==> config.mk <==
export PLATFORM = sky130hd
export DESIGN_NAME = ffa_ctrl
export DESIGN_NICKNAME = d
export VERILOG_FILES = /design/src/hw/rtl/ffa_pkg.sv /design/src/hw/rtl/ffa_ctrl.sv
export SDC_FILE = /design/constraint.sdc
export NUM_CORES = 1
export LEC_CHECK = 0
export BUFFER_PORTS_ARGS = -buffer_cell sky130_fd_sc_hd__clkbuf_2
export CORE_ASPECT_RATIO = 1.2
export CORE_MARGIN = 4
export CORE_UTILIZATION = 53
export DETAILED_ROUTE_END_ITERATION = 16
export PLACE_DENSITY_LB_ADDON = 0.05
export SYNTH_ARGS = -nofsm -noshare
export SYNTH_HDL_FRONTEND = slang
export SYNTH_SLANG_ARGS = --single-unit
==> constraint.sdc <==
create_clock -name clk -period 3.2 [get_ports clk]
set_input_delay 0.8 -clock clk [delete_from_list [all_inputs] [get_ports clk]]
set_output_delay 0.8 -clock clk [all_outputs]
set_load 0.02 [all_outputs]
==> src/hw/rtl/ffa_pkg.sv <==
// Shared types and constants for the first-fit allocator.
// No dependencies; imported by the top level and the sequencer.
`timescale 1ns / 1ps

package ffa_pkg;

    // Defaults of the top-level parameters
    localparam int HEAP_SIZE_MAX_DEF = 4096;
    localparam int HEADER_BYTES_DEF  = 16;
    localparam int ALIGN_BYTES_DEF   = 8;

    // Fixed field widths and the reset heap size
    localparam int CFG_W          = 13;
    localparam int HEAP_BYTES_RST = 4096;
    localparam int OPC_W          = 2;
    localparam int REQ_W          = 16;
    localparam int ADDR_W         = 12;
    localparam int NEED_W         = REQ_W + 1;
    localparam int IN_W           = 32;
    localparam int OUT_W          = 16;

    typedef enum logic [OPC_W-1:0] {
        OP_ALLOC  = 2'd0,
        OP_FREE   = 2'd1,
        OP_REINIT = 2'd2
    } opcode_t;

    typedef struct packed {
        logic [ADDR_W-1:0] addr;
        logic              ok;
    } ffa_result_t;

    // log2 of the largest power of two (up to 32) dividing alignment and header
    // size, 0 if both divide by 64; every block offset is a multiple of it
    function automatic int gran_shift(input int a, input int h);
        int v;
        int s;
        int k;
        v = a | h;
        s = 0;
        for (k = 5; k >= 0; k--)
        begin
            if (((v >> k) & 1) != 0)
            begin
                s = k;
            end
        end
        return s;
    endfunction

endpackage

==> src/hw/rtl/ffa_ctrl.sv <==
// Allocator sequencer: request decode, size rounding, free-list walk and
// header read-modify-write over the size and link RAMs. Uses ffa_pkg.
`timescale 1ns / 1ps

module ffa_ctrl import ffa_pkg::*; #(
    parameter int HEAP_SIZE_MAX = HEAP_SIZE_MAX_DEF,
    parameter int HEADER_BYTES  = HEADER_BYTES_DEF,
    parameter int ALIGN_BYTES   = ALIGN_BYTES_DEF,
    localparam int OFF_W        = $clog2(HEAP_SIZE_MAX),
    localparam int GS           = gran_shift(ALIGN_BYTES, HEADER_BYTES),
    localparam int IDX_W        = OFF_W - GS,
    localparam int SIZE_W       = OFF_W
) (
    input  logic               clk,
    input  logic               rst_n,
    input  logic               in_valid,
    output logic               in_ready,
    input  logic [OPC_W-1:0]   in_opcode,
    input  logic [REQ_W-1:0]   in_req_size,
    input  logic [ADDR_W-1:0]  in_free_addr,
    input  logic [CFG_W-1:0]   heap_bytes,
    output logic               res_valid,
    input  logic               res_ready,
    output ffa_result_t        res,
    output logic               rd_en,
    output logic [IDX_W-1:0]   rd_idx,
    input  logic [SIZE_W-1:0]  sz_rd_data,
    input  logic [IDX_W:0]     lk_rd_data,
    output logic               sz_we,
    output logic [IDX_W-1:0]   sz_wr_idx,
    output logic [SIZE_W-1:0]  sz_wr_data,
    output logic               lk_we,
    output logic [IDX_W-1:0]   lk_wr_idx,
    output logic [IDX_W:0]     lk_wr_data
);

    localparam int LIM_W       = NEED_W + 1;
    localparam int WALK_LIMIT  = HEAP_SIZE_MAX / ALIGN_BYTES + 1;
    localparam int STEP_W      = $clog2(WALK_LIMIT + 1);
    // exact floor(x / ALIGN_BYTES) for x below 2**NEED_W
    localparam int RECIP_SHIFT = NEED_W + 4;
    localparam int RECIP       = (2 ** RECIP_SHIFT + ALIGN_BYTES - 1) / ALIGN_BYTES;
    localparam int PROD_W      = RECIP_SHIFT + NEED_W;

    typedef enum logic [3:0] {
        ST_INIT,
        ST_IDLE,
        ST_REINIT,
        ST_FREE,
        ST_ROUND,
        ST_SCALE,
        ST_WALK,
        ST_FIT_A,
        ST_FIT_B,
        ST_RESP
    } state_t;

    state_t              state_reg, state_next;
    logic [REQ_W-1:0]    req_reg, req_next;
    logic [ADDR_W-1:0]   faddr_reg, faddr_next;
    logic [NEED_W-1:0]   q_reg, q_next;
    logic [NEED_W-1:0]   need_reg, need_next;
    logic [LIM_W-1:0]    need_h_reg, need_h_next;
    logic [LIM_W-1:0]    need_lim_reg, need_lim_next;
    logic [IDX_W-1:0]    head_off_reg, head_off_next;
    logic                head_vld_reg, head_vld_next;
    logic [IDX_W-1:0]    cur_reg, cur_next;
    logic [IDX_W-1:0]    prev_reg, prev_next;
    logic                prev_vld_reg, prev_vld_next;
    logic [STEP_W-1:0]   steps_reg, steps_next;
    logic [SIZE_W-1:0]   hdr_size_reg, hdr_size_next;
    logic [IDX_W:0]      hdr_link_reg, hdr_link_next;
    logic                split_reg, split_next;
    logic                res_ok_reg, res_ok_next;
    logic [ADDR_W-1:0]   res_addr_reg, res_addr_next;

    logic [NEED_W-1:0]   round_x;
    logic [PROD_W-1:0]   round_prod;
    logic [NEED_W-1:0]   need_v;
    logic [OFF_W-1:0]    cur_off;
    logic [31:0]         rest_sum;
    logic [31:0]         pay_sum;
    logic [31:0]         blk_sum;
    logic [OFF_W-1:0]    rest_off;
    logic [OFF_W-1:0]    pay_off;
    logic [OFF_W-1:0]    blk_off;
    logic [IDX_W-1:0]    rest_idx;
    logic [IDX_W-1:0]    blk_idx;
    logic [SIZE_W-1:0]   rest_size;
    logic                fits;

    function automatic logic [SIZE_W-1:0] reinit_size(input logic [CFG_W-1:0] hb);
        logic [31:0] total;
        total = (32'(hb) > 32'(HEAP_SIZE_MAX)) ? 32'(HEAP_SIZE_MAX) : 32'(hb);
        return (total >= 32'(HEADER_BYTES)) ? SIZE_W'(total - 32'(HEADER_BYTES)) : '0;
    endfunction

    // datapath
    assign round_x    = NEED_W'(req_reg) + NEED_W'(ALIGN_BYTES - 1);
    assign round_prod = PROD_W'(round_x) * PROD_W'(RECIP);
    assign need_v     = NEED_W'(32'(q_reg) * 32'(ALIGN_BYTES));
    assign cur_off    = OFF_W'(cur_reg) << GS;
    assign rest_sum   = 32'(cur_off) + 32'(need_h_reg);
    assign pay_sum    = 32'(cur_off) + 32'(HEADER_BYTES);
    assign blk_sum    = 32'(faddr_reg) - 32'(HEADER_BYTES);
    assign rest_off   = rest_sum[OFF_W-1:0];
    assign pay_off    = pay_sum[OFF_W-1:0];
    assign blk_off    = blk_sum[OFF_W-1:0];
    assign rest_idx   = rest_off[OFF_W-1:GS];
    assign blk_idx    = blk_off[OFF_W-1:GS];
    assign rest_size  = SIZE_W'(LIM_W'(hdr_size_reg) - need_h_reg);
    assign fits       = LIM_W'(sz_rd_data) >= LIM_W'(need_reg);

    assign res = '{addr: res_addr_reg, ok: res_ok_reg};

    always_comb
    begin
        state_next    = state_reg;
        req_next      = req_reg;
        faddr_next    = faddr_reg;
        q_next        = q_reg;
        need_next     = need_reg;
        need_h_next   = need_h_reg;
        need_lim_next = need_lim_reg;
        head_off_next = head_off_reg;
        head_vld_next = head_vld_reg;
        cur_next      = cur_reg;
        prev_next     = prev_reg;
        prev_vld_next = prev_vld_reg;
        steps_next    = steps_reg;
        hdr_size_next = hdr_size_reg;
        hdr_link_next = hdr_link_reg;
        split_next    = split_reg;
        res_ok_next   = res_ok_reg;
        res_addr_next = res_addr_reg;
        in_ready      = 1'b0;
        res_valid     = 1'b0;
        rd_en         = 1'b0;
        rd_idx        = '0;
        sz_we         = 1'b0;
        sz_wr_idx     = '0;
        sz_wr_data    = '0;
        lk_we         = 1'b0;
        lk_wr_idx     = '0;
        lk_wr_data    = '0;

        unique case (state_reg)
            ST_INIT:
            begin
                // header at offset 0 as after a reinit with the reset heap size
                sz_we         = 1'b1;
                sz_wr_data    = reinit_size(CFG_W'(HEAP_BYTES_RST));
                lk_we         = 1'b1;
                head_off_next = '0;
                head_vld_next = 1'b1;
                state_next    = ST_IDLE;
            end
            ST_IDLE:
            begin
                in_ready = 1'b1;
                if (in_valid)
                begin
                    req_next      = in_req_size;
                    faddr_next    = in_free_addr;
                    res_ok_next   = 1'b0;
                    res_addr_next = '0;
                    unique case (in_opcode)
                        OP_ALLOC:  state_next = (in_req_size != '0) ? ST_ROUND : ST_RESP;
                        OP_FREE:   state_next = ST_FREE;
                        OP_REINIT: state_next = ST_REINIT;
                        default:   state_next = ST_RESP;
                    endcase
                end
            end
            ST_REINIT:
            begin
                sz_we         = 1'b1;
                sz_wr_data    = reinit_size(heap_bytes);
                lk_we         = 1'b1;
                head_off_next = '0;
                head_vld_next = 1'b1;
                res_ok_next   = 1'b1;
                state_next    = ST_RESP;
            end
            ST_FREE:
            begin
                // push on list head; size field of the block is kept
                lk_we         = 1'b1;
                lk_wr_idx     = blk_idx;
                lk_wr_data    = {head_vld_reg, head_off_reg};
                head_off_next = blk_idx;
                head_vld_next = 1'b1;
                res_ok_next   = 1'b1;
                state_next    = ST_RESP;
            end
            ST_ROUND:
            begin
                q_next     = round_prod[RECIP_SHIFT +: NEED_W];
                state_next = ST_SCALE;
            end
            ST_SCALE:
            begin
                need_next     = need_v;
                need_h_next   = LIM_W'(need_v) + LIM_W'(HEADER_BYTES);
                need_lim_next = LIM_W'(need_v) + LIM_W'(HEADER_BYTES + ALIGN_BYTES);
                cur_next      = head_off_reg;
                prev_vld_next = 1'b0;
                steps_next    = STEP_W'(1);
                if (head_vld_reg)
                begin
                    rd_en      = 1'b1;
                    rd_idx     = head_off_reg;
                    state_next = ST_WALK;
                end
                else
                begin
                    state_next = ST_RESP;
                end
            end
            ST_WALK:
            begin
                // header of cur_reg is on the RAM outputs
                if (fits)
                begin
                    hdr_size_next = sz_rd_data;
                    hdr_link_next = lk_rd_data;
                    split_next    = LIM_W'(sz_rd_data) >= need_lim_reg;
                    state_next    = ST_FIT_A;
                end
                else if (lk_rd_data[IDX_W] && (steps_reg < STEP_W'(WALK_LIMIT)))
                begin
                    rd_en         = 1'b1;
                    rd_idx        = lk_rd_data[IDX_W-1:0];
                    prev_next     = cur_reg;
                    prev_vld_next = 1'b1;
                    cur_next      = lk_rd_data[IDX_W-1:0];
                    steps_next    = steps_reg + STEP_W'(1);
                end
                else
                begin
                    state_next = ST_RESP;
                end
            end
            ST_FIT_A:
            begin
                if (split_reg)
                begin
                    // remainder header
                    sz_we      = 1'b1;
                    sz_wr_idx  = rest_idx;
                    sz_wr_data = rest_size;
                    lk_we      = 1'b1;
                    lk_wr_idx  = rest_idx;
                    lk_wr_data = hdr_link_reg;
                end
                else if (prev_vld_reg)
                begin
                    lk_we      = 1'b1;
                    lk_wr_idx  = prev_reg;
                    lk_wr_data = hdr_link_reg;
                end
                else
                begin
                    head_off_next = hdr_link_reg[IDX_W-1:0];
                    head_vld_next = hdr_link_reg[IDX_W];
                end
                state_next = ST_FIT_B;
            end
            ST_FIT_B:
            begin
                if (split_reg)
                begin
                    if (prev_vld_reg)
                    begin
                        lk_we      = 1'b1;
                        lk_wr_idx  = prev_reg;
                        lk_wr_data = {1'b1, rest_idx};
                    end
                    else
                    begin
                        head_off_next = rest_idx;
                        head_vld_next = 1'b1;
                    end
                    sz_we      = 1'b1;
                    sz_wr_idx  = cur_reg;
                    sz_wr_data = SIZE_W'(need_reg);
                end
                else
                begin
                    lk_we     = 1'b1;
                    lk_wr_idx = cur_reg;
                end
                res_ok_next   = 1'b1;
                res_addr_next = ADDR_W'(32'(pay_off));
                state_next    = ST_RESP;
            end
            ST_RESP:
            begin
                res_valid = 1'b1;
                if (res_ready)
                begin
                    state_next = ST_IDLE;
                end
            end
            default:
            begin
                state_next = ST_IDLE;
            end
        endcase
    end

    always_ff @(posedge clk or negedge rst_n)
    begin
        if (!rst_n)
        begin
            state_reg    <= ST_INIT;
            req_reg      <= '0;
            faddr_reg    <= '0;
            q_reg        <= '0;
            need_reg     <= '0;
            need_h_reg   <= '0;
            need_lim_reg <= '0;
            head_off_reg <= '0;
            head_vld_reg <= 1'b1;
            cur_reg      <= '0;
            prev_reg     <= '0;
            prev_vld_reg <= 1'b0;
            steps_reg    <= '0;
            hdr_size_reg <= '0;
            hdr_link_reg <= '0;
            split_reg    <= 1'b0;
            res_ok_reg   <= 1'b0;
            res_addr_reg <= '0;
        end
        else
        begin
            state_reg    <= state_next;
            req_reg      <= req_next;
            faddr_reg    <= faddr_next;
            q_reg        <= q_next;
            need_reg     <= need_next;
            need_h_reg   <= need_h_next;
            need_lim_reg <= need_lim_next;
            head_off_reg <= head_off_next;
            head_vld_reg <= head_vld_next;
            cur_reg      <= cur_next;
            prev_reg     <= prev_next;
            prev_vld_reg <= prev_vld_next;
            steps_reg    <= steps_next;
            hdr_size_reg <= hdr_size_next;
            hdr_link_reg <= hdr_link_next;
            split_reg    <= split_next;
            res_ok_reg   <= res_ok_next;
            res_addr_reg <= res_addr_next;
        end
    end

endmodule

## Word-level counts from Yosys, hierarchy flattened

Cells that the tools add are included.

- Register bits after elaboration: 165
- Logic and storage cells: 139

- Add/sub/neg operators: 9
- Order comparisons: 5
- Equal/unequal tests: 20
- Muxes and demuxes: 64
- Bitwise gates (word level): 1
- Reductions and logical operators: 22

Operators with widths:

| kind | number |
|---|---|
| $mux W9 | 14 |
| $mux W10 | 6 |
| $pmux W9 S2 | 3 |
| $mux W12 | 4 |
| $pmux W12 S4 | 1 |
| $pmux W9 S4 | 1 |
| $pmux W10 S3 | 1 |
| $pmux W4 S7 | 1 |
| $pmux W9 S3 | 1 |
| $add A12 B5 Y12 const B | 2 |
| $mux W4 | 6 |
| $pmux W12 S2 | 1 |
| $sub A12 B5 Y12 const B | 2 |
| $pmux W10 S2 | 1 |
| $add A17 B5 Y18 const B | 1 |
| $ge A12 B18 Y1 | 1 |
| $add A16 B3 Y17 const B | 1 |
| $ge A12 B17 Y1 | 1 |
| $eq A4 B3 Y1 const B | 4 |
| $mux W1 | 16 |
| $ne A2 B2 Y1 const B | 8 |
| $reduce_bool A16 Y1 | 1 |
| $ge A13 B5 Y1 const B | 1 |
| $gt A13 B13 Y1 const B | 1 |
| other kinds (26) | 42 |

## Longest topological paths before layout

- Depth in word-level cells: 5
- Mapped depth: 10

## Worst setup path before layout

Ideal clock, no wire load.

- Path kind: in2out
- Start point: input port sz_rd_data[11]
- End point: output port rd_idx[0]
- Arrival time: 2.559 ns
- Data required time: 2.400 ns
- Setup slack: -0.159 ns
- Stages: 8
- Buffers on the path: 1
- Cell sequence: ha_1 -> or4b_1 -> a21oi_1 -> a211o_2 -> a21boi_2 -> nor2_2 -> buf_2 -> a22o_1

- Cells in the longest elaborated chain, start to end: 3

RTL lines:

| item | line | source |
|---|---|---|
| from (decl) | ffa_ctrl.sv:27 | `input logic [SIZE_W-1:0] sz_rd_data,` |
| $ge A12 B17 Y1 | ffa_ctrl.sv:112 | `assign fits = LIM_W'(sz_rd_data) >= LIM_W'(need_reg);` |
| $mux W9 | ffa_ctrl.sv:223 | `if (fits)` |
| $pmux W9 S2 | ffa_ctrl.sv:147 | `unique case (state_reg)` |
| to (decl) | ffa_ctrl.sv:26 | `output logic [IDX_W-1:0] rd_idx,` |

Every way passes these cells.

==> results.cfg <==
[final_layout]
nFillCells = 1315
largest_reg_flops = 16
stdcell_area_um2 = 12000
regArea_um2 = 3810
area_growth_pct = 29.5
nNetsFinal = 1322
diodes = 0
stdcell_count = 1435
layout-drive-gt1-share_pct = 34.0
multiInputGateArea_um2 = 5490

[critical_path]
rr_endpoint = prev_reg[3]$_DFFE_PN0P_
worst_path_max_delay_cell = dfrtp_1
arrival_ns = 2.75
start_kind = register
r2r_start = need_reg[3]$_DFFE_PN0P_
worstPathRequired_ns = 2.40
worstSetupEndpointType = output port
rr_worst_depth = 14
crit_type = reg2out
worstPathCellList = ha_2 > inv_2 > fa_2 > a21oi_2 > nor2b_1 > o31a_1 > o41ai_2 > xnor2_1 > o221ai_1 > buf_4
slowest_delay_ns = 0.41
ff2ff_setup_slack_ns = 0.19
cp_max_fo = 3

[global_route]
overflow = 0
grt_util_met2_pct = 47.3
met1_usage_pct = 34.0
grt_busiest_layer = met2
grt_pass1_wl_um = 42800
use_met3_pct = 4.68
grt_pass1_vias = 8434
grt_usage_pct = 27.5
grt_antenna_before_repair = 0
grt_max_degree = 58

[sta]
min_period_over_period_pct = 111
hold_viol = 0
fin_crit_ns = 3.55
finalSetupViolations = 22
fmax_mhz = 281
slew_violations = 0
slew_headroom_pct = 60.9
finClkSkew_ns = 0.00964
fin_hold_ws_ns = 0.339
setup_ws_ns = -0.354
worstMarginPinSlew_ns = 0.587
rsz0062_at_grt = yes

[place]
dp.cells = 1384
placed_cell_area_um2 = 10700
dp_hpwl_um = 19700
gp_congestion = 0.898
portBuffers = 129

[synthesis]
synth_largest_area_cell = dfrtp_1
synthTopCellsByArea = dfrtp_1 (41%), mux2_2 (7.3%), ha_1 (6.1%)
async_reset_ff_share_pct = 100
ys_warn_count = 0
synth_seq_cells = 152
avgSynthCellArea_um2 = 9.20
netlist_top_cells_count = dfrtp_1 (151), nand2_1 (144), o21ai_0 (90), nor2_1 (71), mux2_2 (60)
synth-seq-area-share_pct = 41.1
ys_types = 71
netlist_area_um2 = 9270
synth_edf_count = 0
synth_top_area_share_pct = 40.8
post-synth-top-count-cell = dfrtp_1
syn_inst = 1007
ys.flop_type = dfrtp_1

[die]
die_width_um = 129
core_area_um2 = 17000
rows = 52
start_util_pct = 54.4
die_area_um2 = 19700
die_h_um = 153
num_io_pins = 136

[flow_run]
drv_cap = 0

[clock_tree]
cts_buffers = 17
cts_max_level = 4
clock-sinks = 152
cts.path.max_buffers = 2
root_buffer = clkbuf_16
cts-hold-fix-buffers = 0
cts_tree = done
insertion_delay_ns = 0.43
clk_pin_slew_worst_paths_ns = 0.06

[route]
drt_iter0_markers = 528
drtAntennaViolNets = 0
drc = 0
via_per_inst = 5.84
wirelength_um = 26900
num_vias = 8386
wire_per_inst_um = 18.7
dr.pass1.iters = 7

[pwr]
p_clk_share_pct = 21.6
ir_worst_vdd_uv = 523
p_comb_share_pct = 45.1
pwr-share-seq_pct = 33.3
switching_share_pct = 40.8
p_leak_nw = 5.61
intPower_w = 0.00565
net-switching-power_w = 0.00389
powerDensity_nw_per_um2 = 795

[run_status]
violations = negative setup slack
outcome = complete, but fails checks

[worst_hold_path]
min_path_type = in2async
==> routing by layer <==
| metal | up-vias | part of all wire, % |
|---|---|---|
| met5 | - | 0 |
| met4 | 0 | 3.3 |
| met3 | 59 | 5.5 |
| met2 | 278 | 51 |
| met1 | 4059 | 41 |
| li1 | 3990 | - |
==> worst max-delay path by stage <==
stage                                  startpoint              to  slack [ns]  cells after the start
after global placement             sz_rd_data[11]       rd_idx[2]       -0.24                     10
after floorplan                    sz_rd_data[11]       rd_idx[0]       0.001                      8
after global routing      need_reg[3]$_DFFE_PN0P_  sz_wr_data[11]       -0.42                     10
after detailed placement           sz_rd_data[11]       rd_idx[2]       -0.27                     10
after CTS                 need_reg[3]$_DFFE_PN0P_  sz_wr_data[11]       -0.36                     10
final                     need_reg[3]$_DFFE_PN0P_  sz_wr_data[11]       -0.35                     10
==> per-stage QoR <==
stage	power, W	util [%]	setup slack, ns	setup TNS, ns
6_report	0.00955	70.4	-0.354	-5.17
5_1_grt	0.0101	70.4	-0.421	-7.03
4_1_cts	0.00935	69.3	-0.359	-4.82
3_5_place_dp	0.00700	62.8	-0.272	-3.93
3_3_place_gp	0.00692	62.8	-0.239	-3.64
2_1_floorplan	0.00558	-	0.00128	0
==> power groups by stage <==
stage	clock [W]	sequential (W)	combinational [W]
global placement	0	0.00317	0.00375
global route	0.00218	0.00325	0.00471
detailed placement	0	0.00319	0.00381
CTS	0.00209	0.00316	0.00410
floorplan	0	0.00290	0.00268
finish	0.00206	0.00317	0.00431
==> critical path, delay by kind of cell (launching register included) <==
kind                     cells  cell delay (ns)
flip-flops                   1             0.41
AND/OR/NAND/NOR              1             0.06
adder cells (fa/ha/maj)      2             0.56
XOR/XNOR                     1             0.14
buffers and inverters        2             0.23
AO/OA/AOI/OAI                4             0.92
==> cells in the final DEF, fill, tap and decap left out, drive strengths merged, types with 6 or more instances in the layout <==
master	count
a221oi	10
a22oi	12
a21oi	51
o211ai	7
buf	127
nor3	19
a21o	7
inv	48
nor4	8
a22o	17
xor2	32
nor2	72
dfrtp	151
nand2b	6
nor2b	9
and4	6
o221ai	7
mux2	64
o21ai	92
nand4	8
xnor2	25
ha	45
nand3	33
clkbuf	123
and3	8
nand2	146
==> cell families after synthesis <==
logic type,Yosys count,synth area share (%)
xor gates and xnor gates,57,5.39
AOI/OAI and AO/OA,247,17.4
and+or+nand+nor,341,17.3
adders and majority gates,47,6.51
buffers and inverters,96,4.35
muxes,66,7.99
other,1,0.0405
DFF,152,41.1
==> what timing repair did <==
action | CTS | global route
buffers inserted | 20 | 6
resized for setup | 92 | 77
pin swaps | 20 | 13
setup endpoints to repair | 43 | 57
==> cell type report <==
cell class / instances / share of cell area (%)
Multi-Input combinational cell: 761 / 45.7
Tap cell: 216 / 2.25
Clock inverter: 12 / 1.16
Timing Repair Buffer: 230 / 13.9
Sequential cell: 152 / 31.7
Inverter: 44 / 1.38
Clock buffer: 20 / 3.89
(Power assumes the default switching activity.)
